[config.mk]
export PLATFORM = sky130hd
export DESIGN_NAME = sum_checked_frame_receiver
export DESIGN_NICKNAME = d
export VERILOG_FILES = /design/src/sv/scfr_pkg.sv /design/src/sv/sum_checked_frame_receiver.sv /design/src/sv/scfr_ram.sv /design/src/sv/scfr_front.sv /design/src/sv/scfr_jobq.sv /design/src/sv/scfr_back.sv
export SDC_FILE = /design/constraint.sdc
export NUM_CORES = 2
export LEC_CHECK = 0
export BUFFER_PORTS_ARGS = -buffer_cell sky130_fd_sc_hd__buf_2
export CORE_MARGIN = 2
export CORE_UTILIZATION = 35
export CTS_CLUSTER_SIZE = 30
export DETAILED_ROUTE_END_ITERATION = 10
export GPL_TIMING_DRIVEN = 0
export SYNTH_ARGS = -nofsm -noshare
export SYNTH_HDL_FRONTEND = slang
export SYNTH_SLANG_ARGS = --single-unit
[constraint.sdc]
create_clock -name i_clk -period 7 [get_ports i_clk]
set_input_delay 0 -clock i_clk [delete_from_list [all_inputs] [get_ports i_clk]]
set_output_delay 0 -clock i_clk [all_outputs]
set_load 0.005 [all_outputs]
[src/sv/scfr_pkg.sv]
// Shared types and constants for the sum-checked frame receiver.
// Used by the front parser, the job queue, the back emitter and the top level.
package scfr_pkg;

    // Framing bytes
    localparam logic [7:0] SYNC_A     = 8'hEE;
    localparam logic [7:0] SYNC_B     = 8'hEF;
    localparam logic [7:0] TAIL_A     = 8'hFE;
    localparam logic [7:0] TAIL_B     = 8'hFF;
    localparam logic [7:0] RETRY_FUNC = 8'hE0 | 8'h03;
    localparam logic [7:0] RETRY_SUM  = 8'(SYNC_A + SYNC_B + RETRY_FUNC);
    localparam logic [7:0] WORD_FUNC_RESET = 8'hA1;
    localparam logic [7:0] HEADER_LEN = 8'd4;
    localparam logic [7:0] MIN_LEN    = 8'd5;

    // Retry frame is six bytes long
    localparam int unsigned RETRY_LEN = 6;
    localparam int unsigned RETRY_CW  = 3;

    // Payload storage: two banks, even and odd bytes in separate RAMs
    localparam int unsigned WIDX_W    = 6;
    localparam int unsigned RAM_DEPTH = 2 * (2 ** WIDX_W);
    localparam int unsigned RAM_AW    = WIDX_W + 1;

    // Result kind codes
    localparam logic [1:0] KIND_WORD   = 2'd0;
    localparam logic [1:0] KIND_ACCEPT = 2'd1;
    localparam logic [1:0] KIND_RETRY  = 2'd2;

    // Job codes passed from front to back
    localparam logic [1:0] JOB_WORDS  = 2'd0;
    localparam logic [1:0] JOB_ACCEPT = 2'd1;
    localparam logic [1:0] JOB_RETRY  = 2'd2;

    typedef struct packed {
        logic [1:0]        kind;
        logic [7:0]        func;
        logic [WIDX_W-1:0] nwords;
        logic              bank;
    } t_job;

    typedef struct packed {
        logic              we_even;
        logic              we_odd;
        logic [RAM_AW-1:0] addr;
        logic [7:0]        data;
    } t_ram_wr;

    typedef struct packed {
        logic              re;
        logic [RAM_AW-1:0] addr;
    } t_ram_rd;

    // Byte of the retry request frame
    function automatic logic [7:0] retry_byte(input logic [RETRY_CW-1:0] idx);
        logic [7:0] b;
        case (idx)
            3'd0: b = SYNC_A;
            3'd1: b = SYNC_B;
            3'd2: b = RETRY_FUNC;
            3'd3: b = RETRY_SUM;
            3'd4: b = TAIL_A;
            3'd5: b = TAIL_B;
            default: b = 8'h00;
        endcase
        return b;
    endfunction

endpackage

[src/sv/sum_checked_frame_receiver.sv]
// Receiver for EE EF framed packets with 8-bit additive checksum.
// Output: each word takes one paired read of the even/odd payload RAMs and its own
//   emit state; retry bytes leave one per cycle while the output is not stalled.
// Throughput: one byte per cycle; input stalls while two finished frames are pending.
// Reset: synchronous, active low; clears parser, queue and emitter, not payload RAM.
module sum_checked_frame_receiver #(
    parameter int unsigned LENGTH_LIMIT = 100
) (
    input  logic               i_clk,
    input  logic               i_rst_n,
    input  logic               i_cfg_we,
    input  logic [7:0]         i_cfg_data,
    input  logic               i_rx_valid,
    output logic               o_rx_stall,
    input  logic [7:0]         i_rx_byte,
    output logic               o_res_valid,
    input  logic               i_res_stall,
    output logic [1:0]         o_kind,
    output logic signed [15:0] o_word_value,
    output logic [5:0]         o_word_index,
    output logic [7:0]         o_function_code,
    output logic [7:0]         o_tx_byte,
    output logic               o_last
);
    import scfr_pkg::*;

    logic [7:0] r_word_func;
    logic       rx_accept;
    logic       push;
    t_job       push_job;
    t_ram_wr    ram_wr;
    t_ram_rd    ram_rd;
    logic       q_valid;
    t_job       q_job;
    logic [1:0] q_count;
    logic       pop;
    logic       back_busy;
    logic [7:0] even_data;
    logic [7:0] odd_data;

    // Configuration register
    always_ff @(posedge i_clk) begin
        if (!i_rst_n) begin
            r_word_func <= WORD_FUNC_RESET;
        end else if (i_cfg_we) begin
            r_word_func <= i_cfg_data;
        end
    end

    // Hold input while two frames are outstanding: both payload banks in use
    assign o_rx_stall = ({1'b0, q_count} + {2'b00, back_busy}) >= 3'd2;
    assign rx_accept  = i_rx_valid && !o_rx_stall;

    scfr_front #(
        .LENGTH_LIMIT(LENGTH_LIMIT)
    ) u_front (
        .i_clk       (i_clk),
        .i_rst_n     (i_rst_n),
        .i_accept    (rx_accept),
        .i_byte      (i_rx_byte),
        .i_word_func (r_word_func),
        .o_push      (push),
        .o_job       (push_job),
        .o_wr        (ram_wr)
    );

    scfr_ram #(
        .WIDTH(8),
        .DEPTH(RAM_DEPTH)
    ) u_ram_even (
        .i_clk   (i_clk),
        .i_we    (ram_wr.we_even),
        .i_waddr (ram_wr.addr),
        .i_wdata (ram_wr.data),
        .i_re    (ram_rd.re),
        .i_raddr (ram_rd.addr),
        .o_rdata (even_data)
    );

    scfr_ram #(
        .WIDTH(8),
        .DEPTH(RAM_DEPTH)
    ) u_ram_odd (
        .i_clk   (i_clk),
        .i_we    (ram_wr.we_odd),
        .i_waddr (ram_wr.addr),
        .i_wdata (ram_wr.data),
        .i_re    (ram_rd.re),
        .i_raddr (ram_rd.addr),
        .o_rdata (odd_data)
    );

    scfr_jobq u_jobq (
        .i_clk   (i_clk),
        .i_rst_n (i_rst_n),
        .i_push  (push),
        .i_job   (push_job),
        .i_pop   (pop),
        .o_valid (q_valid),
        .o_job   (q_job),
        .o_count (q_count)
    );

    scfr_back u_back (
        .i_clk           (i_clk),
        .i_rst_n         (i_rst_n),
        .i_job_valid     (q_valid),
        .i_job           (q_job),
        .o_pop           (pop),
        .o_busy          (back_busy),
        .o_rd            (ram_rd),
        .i_even_data     (even_data),
        .i_odd_data      (odd_data),
        .o_res_valid     (o_res_valid),
        .i_res_stall     (i_res_stall),
        .o_kind          (o_kind),
        .o_word_value    (o_word_value),
        .o_word_index    (o_word_index),
        .o_function_code (o_function_code),
        .o_tx_byte       (o_tx_byte),
        .o_last          (o_last)
    );

endmodule

[src/sv/scfr_ram.sv]
// Generic single-write, single-read RAM with registered read data.
// No dependencies.
module scfr_ram #(
    parameter int unsigned WIDTH = 8,
    parameter int unsigned DEPTH = 128
) (
    input  logic                     i_clk,
    input  logic                     i_we,
    input  logic [$clog2(DEPTH)-1:0] i_waddr,
    input  logic [WIDTH-1:0]         i_wdata,
    input  logic                     i_re,
    input  logic [$clog2(DEPTH)-1:0] i_raddr,
    output logic [WIDTH-1:0]         o_rdata
);

    logic [WIDTH-1:0] r_mem [DEPTH];
    logic [WIDTH-1:0] r_rdata;

    always_ff @(posedge i_clk) begin
        if (i_we) begin
            r_mem[i_waddr] <= i_wdata;
        end
        if (i_re) begin
            r_rdata <= r_mem[i_raddr];
        end
    end

    assign o_rdata = r_rdata;

endmodule

[src/sv/scfr_front.sv]
// Front parser: walks the frame byte by byte, stores payload, checks the sum
// and pushes one job per completed frame. Depends on scfr_pkg.
module scfr_front #(
    parameter int unsigned LENGTH_LIMIT = 100
) (
    input  logic              i_clk,
    input  logic              i_rst_n,
    input  logic              i_accept,
    input  logic [7:0]        i_byte,
    input  logic [7:0]        i_word_func,
    output logic              o_push,
    output scfr_pkg::t_job    o_job,
    output scfr_pkg::t_ram_wr o_wr
);
    import scfr_pkg::*;

    localparam logic [7:0] LEN_LIMIT = 8'(LENGTH_LIMIT);

    localparam logic [2:0] PH_SYNC_A = 3'd0;
    localparam logic [2:0] PH_SYNC_B = 3'd1;
    localparam logic [2:0] PH_FUNC   = 3'd2;
    localparam logic [2:0] PH_LEN    = 3'd3;
    localparam logic [2:0] PH_DATA   = 3'd4;
    localparam logic [2:0] PH_SUM    = 3'd5;
    localparam logic [2:0] PH_TAIL_A = 3'd6;
    localparam logic [2:0] PH_TAIL_B = 3'd7;

    logic [2:0] r_phase, n_phase;
    logic [7:0] r_func, n_func;
    logic [6:0] r_pay, n_pay;       // payload byte count of this frame
    logic [6:0] r_rem, n_rem;
    logic [6:0] r_wpos, n_wpos;
    logic [7:0] r_sum, n_sum;
    logic [7:0] r_rsum, n_rsum;
    logic       r_bank, n_bank;
    logic [WIDX_W-1:0] nwords;

    assign nwords = r_pay[6:1];

    // Frame parser
    always_comb begin
        n_phase = r_phase;
        n_func  = r_func;
        n_pay   = r_pay;
        n_rem   = r_rem;
        n_wpos  = r_wpos;
        n_sum   = r_sum;
        n_rsum  = r_rsum;
        n_bank  = r_bank;
        o_push  = 1'b0;
        o_job   = '0;
        o_job.func = r_func;
        o_job.bank = r_bank;
        if (r_sum != r_rsum) begin
            o_job.kind = JOB_RETRY;
        end else if (r_func == i_word_func && nwords != '0) begin
            o_job.kind   = JOB_WORDS;
            o_job.nwords = nwords;
        end else begin
            o_job.kind = JOB_ACCEPT;
        end
        if (i_accept) begin
            case (r_phase)
                PH_SYNC_A: begin
                    if (i_byte == SYNC_A) begin
                        n_phase = PH_SYNC_B;
                        n_sum   = i_byte;
                    end
                end
                PH_SYNC_B: begin
                    n_phase = (i_byte == SYNC_B) ? PH_FUNC : PH_SYNC_A;
                    n_sum   = r_sum + i_byte;
                end
                PH_FUNC: begin
                    n_phase = (i_byte != 8'hFF) ? PH_LEN : PH_SYNC_A;
                    n_func  = i_byte;
                    n_sum   = r_sum + i_byte;
                end
                PH_LEN: begin
                    if (i_byte >= MIN_LEN && i_byte < LEN_LIMIT) begin
                        n_phase = PH_DATA;
                        n_pay   = 7'(i_byte - HEADER_LEN);
                        n_rem   = 7'(i_byte - HEADER_LEN);
                        n_wpos  = '0;
                        n_sum   = r_sum + i_byte;
                    end else begin
                        n_phase = PH_SYNC_A;
                    end
                end
                PH_DATA: begin
                    n_wpos = r_wpos + 7'd1;
                    n_sum  = r_sum + i_byte;
                    n_rem  = r_rem - 7'd1;
                    if (r_rem == 7'd1) begin
                        n_phase = PH_SUM;
                    end
                end
                PH_SUM: begin
                    n_rsum  = i_byte;
                    n_phase = PH_TAIL_A;
                end
                PH_TAIL_A: begin
                    n_phase = (i_byte == TAIL_A) ? PH_TAIL_B : PH_SYNC_A;
                end
                PH_TAIL_B: begin
                    n_phase = PH_SYNC_A;
                    if (i_byte == TAIL_B) begin
                        o_push = 1'b1;
                        n_bank = ~r_bank;
                    end
                end
                default: begin
                    n_phase = PH_SYNC_A;
                end
            endcase
        end
    end

    // Payload write: even bytes and odd bytes go to separate RAMs
    always_comb begin
        o_wr.we_even = i_accept && (r_phase == PH_DATA) && !r_wpos[0];
        o_wr.we_odd  = i_accept && (r_phase == PH_DATA) && r_wpos[0];
        o_wr.addr    = {r_bank, r_wpos[6:1]};
        o_wr.data    = i_byte;
    end

    always_ff @(posedge i_clk) begin
        if (!i_rst_n) begin
            r_phase <= PH_SYNC_A;
            r_func  <= '0;
            r_pay   <= '0;
            r_rem   <= '0;
            r_wpos  <= '0;
            r_sum   <= '0;
            r_rsum  <= '0;
            r_bank  <= 1'b0;
        end else begin
            r_phase <= n_phase;
            r_func  <= n_func;
            r_pay   <= n_pay;
            r_rem   <= n_rem;
            r_wpos  <= n_wpos;
            r_sum   <= n_sum;
            r_rsum  <= n_rsum;
            r_bank  <= n_bank;
        end
    end

endmodule

[src/sv/scfr_jobq.sv]
// Two-entry job queue between the front parser and the back emitter.
// Depends on scfr_pkg.
module scfr_jobq (
    input  logic           i_clk,
    input  logic           i_rst_n,
    input  logic           i_push,
    input  scfr_pkg::t_job i_job,
    input  logic           i_pop,
    output logic           o_valid,
    output scfr_pkg::t_job o_job,
    output logic [1:0]     o_count
);
    import scfr_pkg::*;

    t_job       r_mem [2];
    logic       r_wptr, r_rptr;
    logic [1:0] r_count;

    // Storage, no reset needed
    always_ff @(posedge i_clk) begin
        if (i_push) begin
            r_mem[r_wptr] <= i_job;
        end
    end

    // Pointers and fill count
    always_ff @(posedge i_clk) begin
        if (!i_rst_n) begin
            r_wptr  <= 1'b0;
            r_rptr  <= 1'b0;
            r_count <= '0;
        end else begin
            if (i_push) begin
                r_wptr <= ~r_wptr;
            end
            if (i_pop) begin
                r_rptr <= ~r_rptr;
            end
            r_count <= r_count + {1'b0, i_push} - {1'b0, i_pop};
        end
    end

    assign o_valid = (r_count != '0);
    assign o_job   = r_mem[r_rptr];
    assign o_count = r_count;

endmodule

[src/sv/scfr_back.sv]
// Back emitter: takes one job at a time and produces its result words into
// a registered output stage. Depends on scfr_pkg.
module scfr_back (
    input  logic                i_clk,
    input  logic                i_rst_n,
    input  logic                i_job_valid,
    input  scfr_pkg::t_job      i_job,
    output logic                o_pop,
    output logic                o_busy,
    output scfr_pkg::t_ram_rd   o_rd,
    input  logic [7:0]          i_even_data,
    input  logic [7:0]          i_odd_data,
    output logic                o_res_valid,
    input  logic                i_res_stall,
    output logic [1:0]          o_kind,
    output logic signed [15:0]  o_word_value,
    output logic [5:0]          o_word_index,
    output logic [7:0]          o_function_code,
    output logic [7:0]          o_tx_byte,
    output logic                o_last
);
    import scfr_pkg::*;

    localparam logic [2:0] BK_IDLE  = 3'd0;
    localparam logic [2:0] BK_RD    = 3'd1;
    localparam logic [2:0] BK_EMIT  = 3'd2;
    localparam logic [2:0] BK_RETRY = 3'd3;
    localparam logic [2:0] BK_ACC   = 3'd4;

    localparam logic [RETRY_CW-1:0] RETRY_LAST = RETRY_CW'(RETRY_LEN - 1);

    logic [2:0]          r_state, n_state;
    t_job                r_job, n_job;
    logic [WIDX_W-1:0]   r_widx, n_widx;
    logic [RETRY_CW-1:0] r_rcnt, n_rcnt;

    logic               r_out_valid, n_out_valid;
    logic [1:0]         r_kind, n_kind;
    logic signed [15:0] r_value, n_value;
    logic [5:0]         r_index, n_index;
    logic [7:0]         r_func, n_func;
    logic [7:0]         r_tx, n_tx;
    logic               r_last, n_last;

    logic out_free;
    logic word_last;

    assign out_free  = !r_out_valid || !i_res_stall;
    assign word_last = (r_widx == r_job.nwords - WIDX_W'(1));

    // Job sequencer and output stage load
    always_comb begin
        n_state     = r_state;
        n_job       = r_job;
        n_widx      = r_widx;
        n_rcnt      = r_rcnt;
        n_out_valid = r_out_valid && i_res_stall;
        n_kind      = r_kind;
        n_value     = r_value;
        n_index     = r_index;
        n_func      = r_func;
        n_tx        = r_tx;
        n_last      = r_last;
        o_pop       = 1'b0;
        o_rd.re     = 1'b0;
        o_rd.addr   = {r_job.bank, r_widx};
        case (r_state)
            BK_IDLE: begin
                if (i_job_valid) begin
                    o_pop  = 1'b1;
                    n_job  = i_job;
                    n_widx = '0;
                    n_rcnt = '0;
                    case (i_job.kind)
                        JOB_WORDS: n_state = BK_RD;
                        JOB_RETRY: n_state = BK_RETRY;
                        default:   n_state = BK_ACC;
                    endcase
                end
            end
            BK_RD: begin
                o_rd.re = 1'b1;
                n_state = BK_EMIT;
            end
            BK_EMIT: begin
                if (out_free) begin
                    n_out_valid = 1'b1;
                    n_kind      = KIND_WORD;
                    n_value     = {i_even_data, i_odd_data};
                    n_index     = r_widx;
                    n_func      = r_job.func;
                    n_tx        = '0;
                    n_last      = word_last;
                    if (word_last) begin
                        n_state = BK_IDLE;
                    end else begin
                        n_widx  = r_widx + WIDX_W'(1);
                        n_state = BK_RD;
                    end
                end
            end
            BK_RETRY: begin
                if (out_free) begin
                    n_out_valid = 1'b1;
                    n_kind      = KIND_RETRY;
                    n_value     = '0;
                    n_index     = '0;
                    n_func      = r_job.func;
                    n_tx        = retry_byte(r_rcnt);
                    n_last      = (r_rcnt == RETRY_LAST);
                    n_rcnt      = r_rcnt + RETRY_CW'(1);
                    if (r_rcnt == RETRY_LAST) begin
                        n_state = BK_IDLE;
                    end
                end
            end
            BK_ACC: begin
                if (out_free) begin
                    n_out_valid = 1'b1;
                    n_kind      = KIND_ACCEPT;
                    n_value     = '0;
                    n_index     = '0;
                    n_func      = r_job.func;
                    n_tx        = '0;
                    n_last      = 1'b1;
                    n_state     = BK_IDLE;
                end
            end
            default: begin
                n_state = BK_IDLE;
            end
        endcase
    end

    // Control registers
    always_ff @(posedge i_clk) begin
        if (!i_rst_n) begin
            r_state     <= BK_IDLE;
            r_out_valid <= 1'b0;
        end else begin
            r_state     <= n_state;
            r_out_valid <= n_out_valid;
        end
    end

    // Job context and output payload
    always_ff @(posedge i_clk) begin
        r_job   <= n_job;
        r_widx  <= n_widx;
        r_rcnt  <= n_rcnt;
        r_kind  <= n_kind;
        r_value <= n_value;
        r_index <= n_index;
        r_func  <= n_func;
        r_tx    <= n_tx;
        r_last  <= n_last;
    end

    assign o_busy          = (r_state != BK_IDLE);
    assign o_res_valid     = r_out_valid;
    assign o_kind          = r_kind;
    assign o_word_value    = r_value;
    assign o_word_index    = r_index;
    assign o_function_code = r_func;
    assign o_tx_byte       = r_tx;
    assign o_last          = r_last;

endmodule
==> impl_metrics.yaml <==
routing:
  drtIter0Drc: 9087
  ant_nets: 0
  totalWireLength_mm: 304
  wl_per_cell_um: 37.2
  drc: 0
  dr.pass1.iters: 8
  viasPerCell: 5.88
  vias: 48100
timing:
  rsz0062_at_grt: "false"
  max_freq_mhz: 173
  fin_crit_sh_pct: 82.7
  fin_ws_ns: 1.21
  worstMarginPinSlew_ns: 1.58
  relSlewSlack_pct: -5.56
  post-route-min-period_ns: 5.79
  clock_skew_ns: 0.0539
  whs_ns: 0.157
  hold_viol: 0
  setup_viol: 0
  fin_setup_tns_ns: 0
  slew_viol_final: 17
logic_synthesis:
  synth_flop_cell: "edfxtp_1"
  syn-num-nets: 4358
  syn-cell-area_um2: 87200
  yosysSeqAreaShare_pct: 75.9
  synth_seq_cells: 2225
  yosys_warnings: 0
  synthArstFlopShare_pct: 0
  synthCells: 4314
  yosys-top-cells-area: "edfxtp_1, mux4_2, mux2i_1"
  synth_edf_count: 2160
  synth_top_cell_area_share_pct: 74.4
  ys_types: 65
  synth_top_area_cell: "edfxtp_1"
  syn_area_per_cell_um2: 20.2
critical_path:
  required_ns: 7.61
  cp_cell_sequence: "buf_2 -> buf_2 -> buf_2 -> clkbuf_1 -> o21ai_0 -> nand3_1 -> o311ai_0 -> o31a_1"
  crit_fanout: 10
  cp_slowest_cell: "clkbuf_1"
  max_stage_delay_ns: 1.04
  crit_path_start_kind: "flip-flop"
  critPathTopFamily: "buffers and inverters"
  cp.arrival_ns: 6.39
  crit_buf_inv: 4
  critPathMostFrequentCell: "buf_2"
  cp-end-kind: "flip-flop"
  setup.worst_path.class: "reg -> reg"
finish:
  nFillCells: 22000
  mostFrequentLayoutCells: "edfxtp_1, mux4_2, nor2_1, mux2i_1, clkbuf_16"
  drive_above_1_share_pct: 22.5
  area_growth_pct: 14.9
  final_area_um2: 100000
  layout_commonest_cell: "edfxtp_1"
  ff_latch_area_um2: 66200
  multi_input_area_um2: 19600
  fin_cells: 8177
  nNetsFinal: 4704
  utilization_pct: 40.4
floorplan:
  num_rows: 183
  dieArea_um2: 253000
  initial_core_util_pct: 35.1
  die_h_um: 503
  die_w_um: 503
  io_pins: 64
  core_um2: 248000
clock_network:
  cts_resized: 0
  holdBufCountCts: 41
  clkLatencyLatePin_ns: 0.89
  cts_tree: "done"
  tritoncts.num_buffers: 216
  path_clk_slew_ns: 0.06
  postCtsSetupRepairBufs: 0
  cts_sinks: 2225
  cts_buffer_depth: 3
  cts_root_buf: "clkbuf_16"
  htreeDepth: 4
pwr:
  p_total_mw: 27.1
  power.density_nw_per_um2: 271
  peakVddDrop_v: 0.000275
  leakagePower_nw: 30.0
flow_run:
  maxCapViolCount: 3
placed_design:
  dp_slack_ns: 1.43
  place_area_um2: 92400
  dp_cells: 7731
  gp_congestion: 1.00
  dp_hpwl_mm: 196
  port_buffers: 62
global_routing:
  grt_pass1_wl_mm: 403
  grt_antenna_before_repair: 22
  track_usage_pct: 23.7
  grt_pass1_vias: 45700
  grt_overflow: 0
  grt_max_degree: 149
status:
  status: "finished, violations left"
  violations: "capacitance limit, slew limit"
hold_path:
  hold_path.class: "in -> reg"
power breakdown:
| group | total (mW) | internal, mW | switching (mW) |
|---|---|---|---|
| combinational | 0.302 | 0.0576 | 0.244 |
| sequential | 14.6 | 14.6 | 0.00233 |
| clock | 12.2 | 6.97 | 5.26 |
| total | 27.1 | 21.6 | 5.51 |
cell families (layout without fill, tap and decap cells):
group	after synthesis	in the layout	synth area share, %
compound gates	335	335	2.47
xor+xnor	48	48	0.482
fa+ha+maj	23	23	0.339
buf+inv	280	810	1.62
flops	2225	2225	75.9
mux	758	758	15.9
other cells	0	3	0
simple gates	645	645	3.27
synth_stat cells (all sizes together) (6+ instances only):
| cell | n |
|---|---|
| a2111oi | 6 |
| a211oi | 26 |
| a21oi | 71 |
| a22oi | 13 |
| a31oi | 11 |
| and2 | 35 |
| and3 | 7 |
| buf | 129 |
| clkbuf | 125 |
| dfxtp | 65 |
| edfxtp | 2160 |
| ha | 22 |
| inv | 23 |
| mux2 | 19 |
| mux2i | 238 |
| mux4 | 501 |
| nand2 | 89 |
| nand2b | 7 |
| nand3 | 32 |
| nand3b | 7 |
| nand4 | 10 |
| nor2 | 374 |
| nor2b | 18 |
| nor3 | 40 |
| nor4 | 11 |
| o211ai | 15 |
| o21ai | 81 |
| o221ai | 23 |
| o22ai | 42 |
| o31ai | 7 |
| xnor2 | 17 |
| xor2 | 31 |
area by class of cell:
cell class,instances,share of cell area (%)
multi-input cells,1809,19.6
diodes,3,0.00749
well taps,3330,4.16
flip-flops and latches,2225,66.0
clock inverters,160,1.83
inverters,26,0.0974
repair buffers,128,1.39
plain buffers,254,1.35
clock buffers,242,5.54
routing by layer:
layer	vias up	routed length, um	GRT usage [%]
met5	-	45	0
met1	25600	113000	31.5
li1	18400	-	-
met3	693	35800	6.22
met2	3436	136000	35.8
met4	8	19100	12.7
registers in the layout, indices dropped and copies added (netlist names), 14 cells and up, named ones only:
name	cells
u_ram_odd.r_mem	1024
u_back.o_word_value	16
u_ram_even.r_mem	1024
u_back.r_job	14
u_jobq.r_mem	34
final timing paths:
check	cells after the start	slack, ns	end	start
worst max-delay path	8	1.21	u_ram_odd.o_rdata[3]	u_back.r_widx[2]
worst max register to register	8	1.21	u_ram_odd.o_rdata[3]	u_back.r_widx[2]
worst min-delay path	2	0.16	u_ram_odd.r_mem[59][6]	i_rx_byte[6]
worst min register to register	0	0.42	u_back.o_function_code[4]	u_back.r_job[11]
Power figures use the tool's default switching activity.
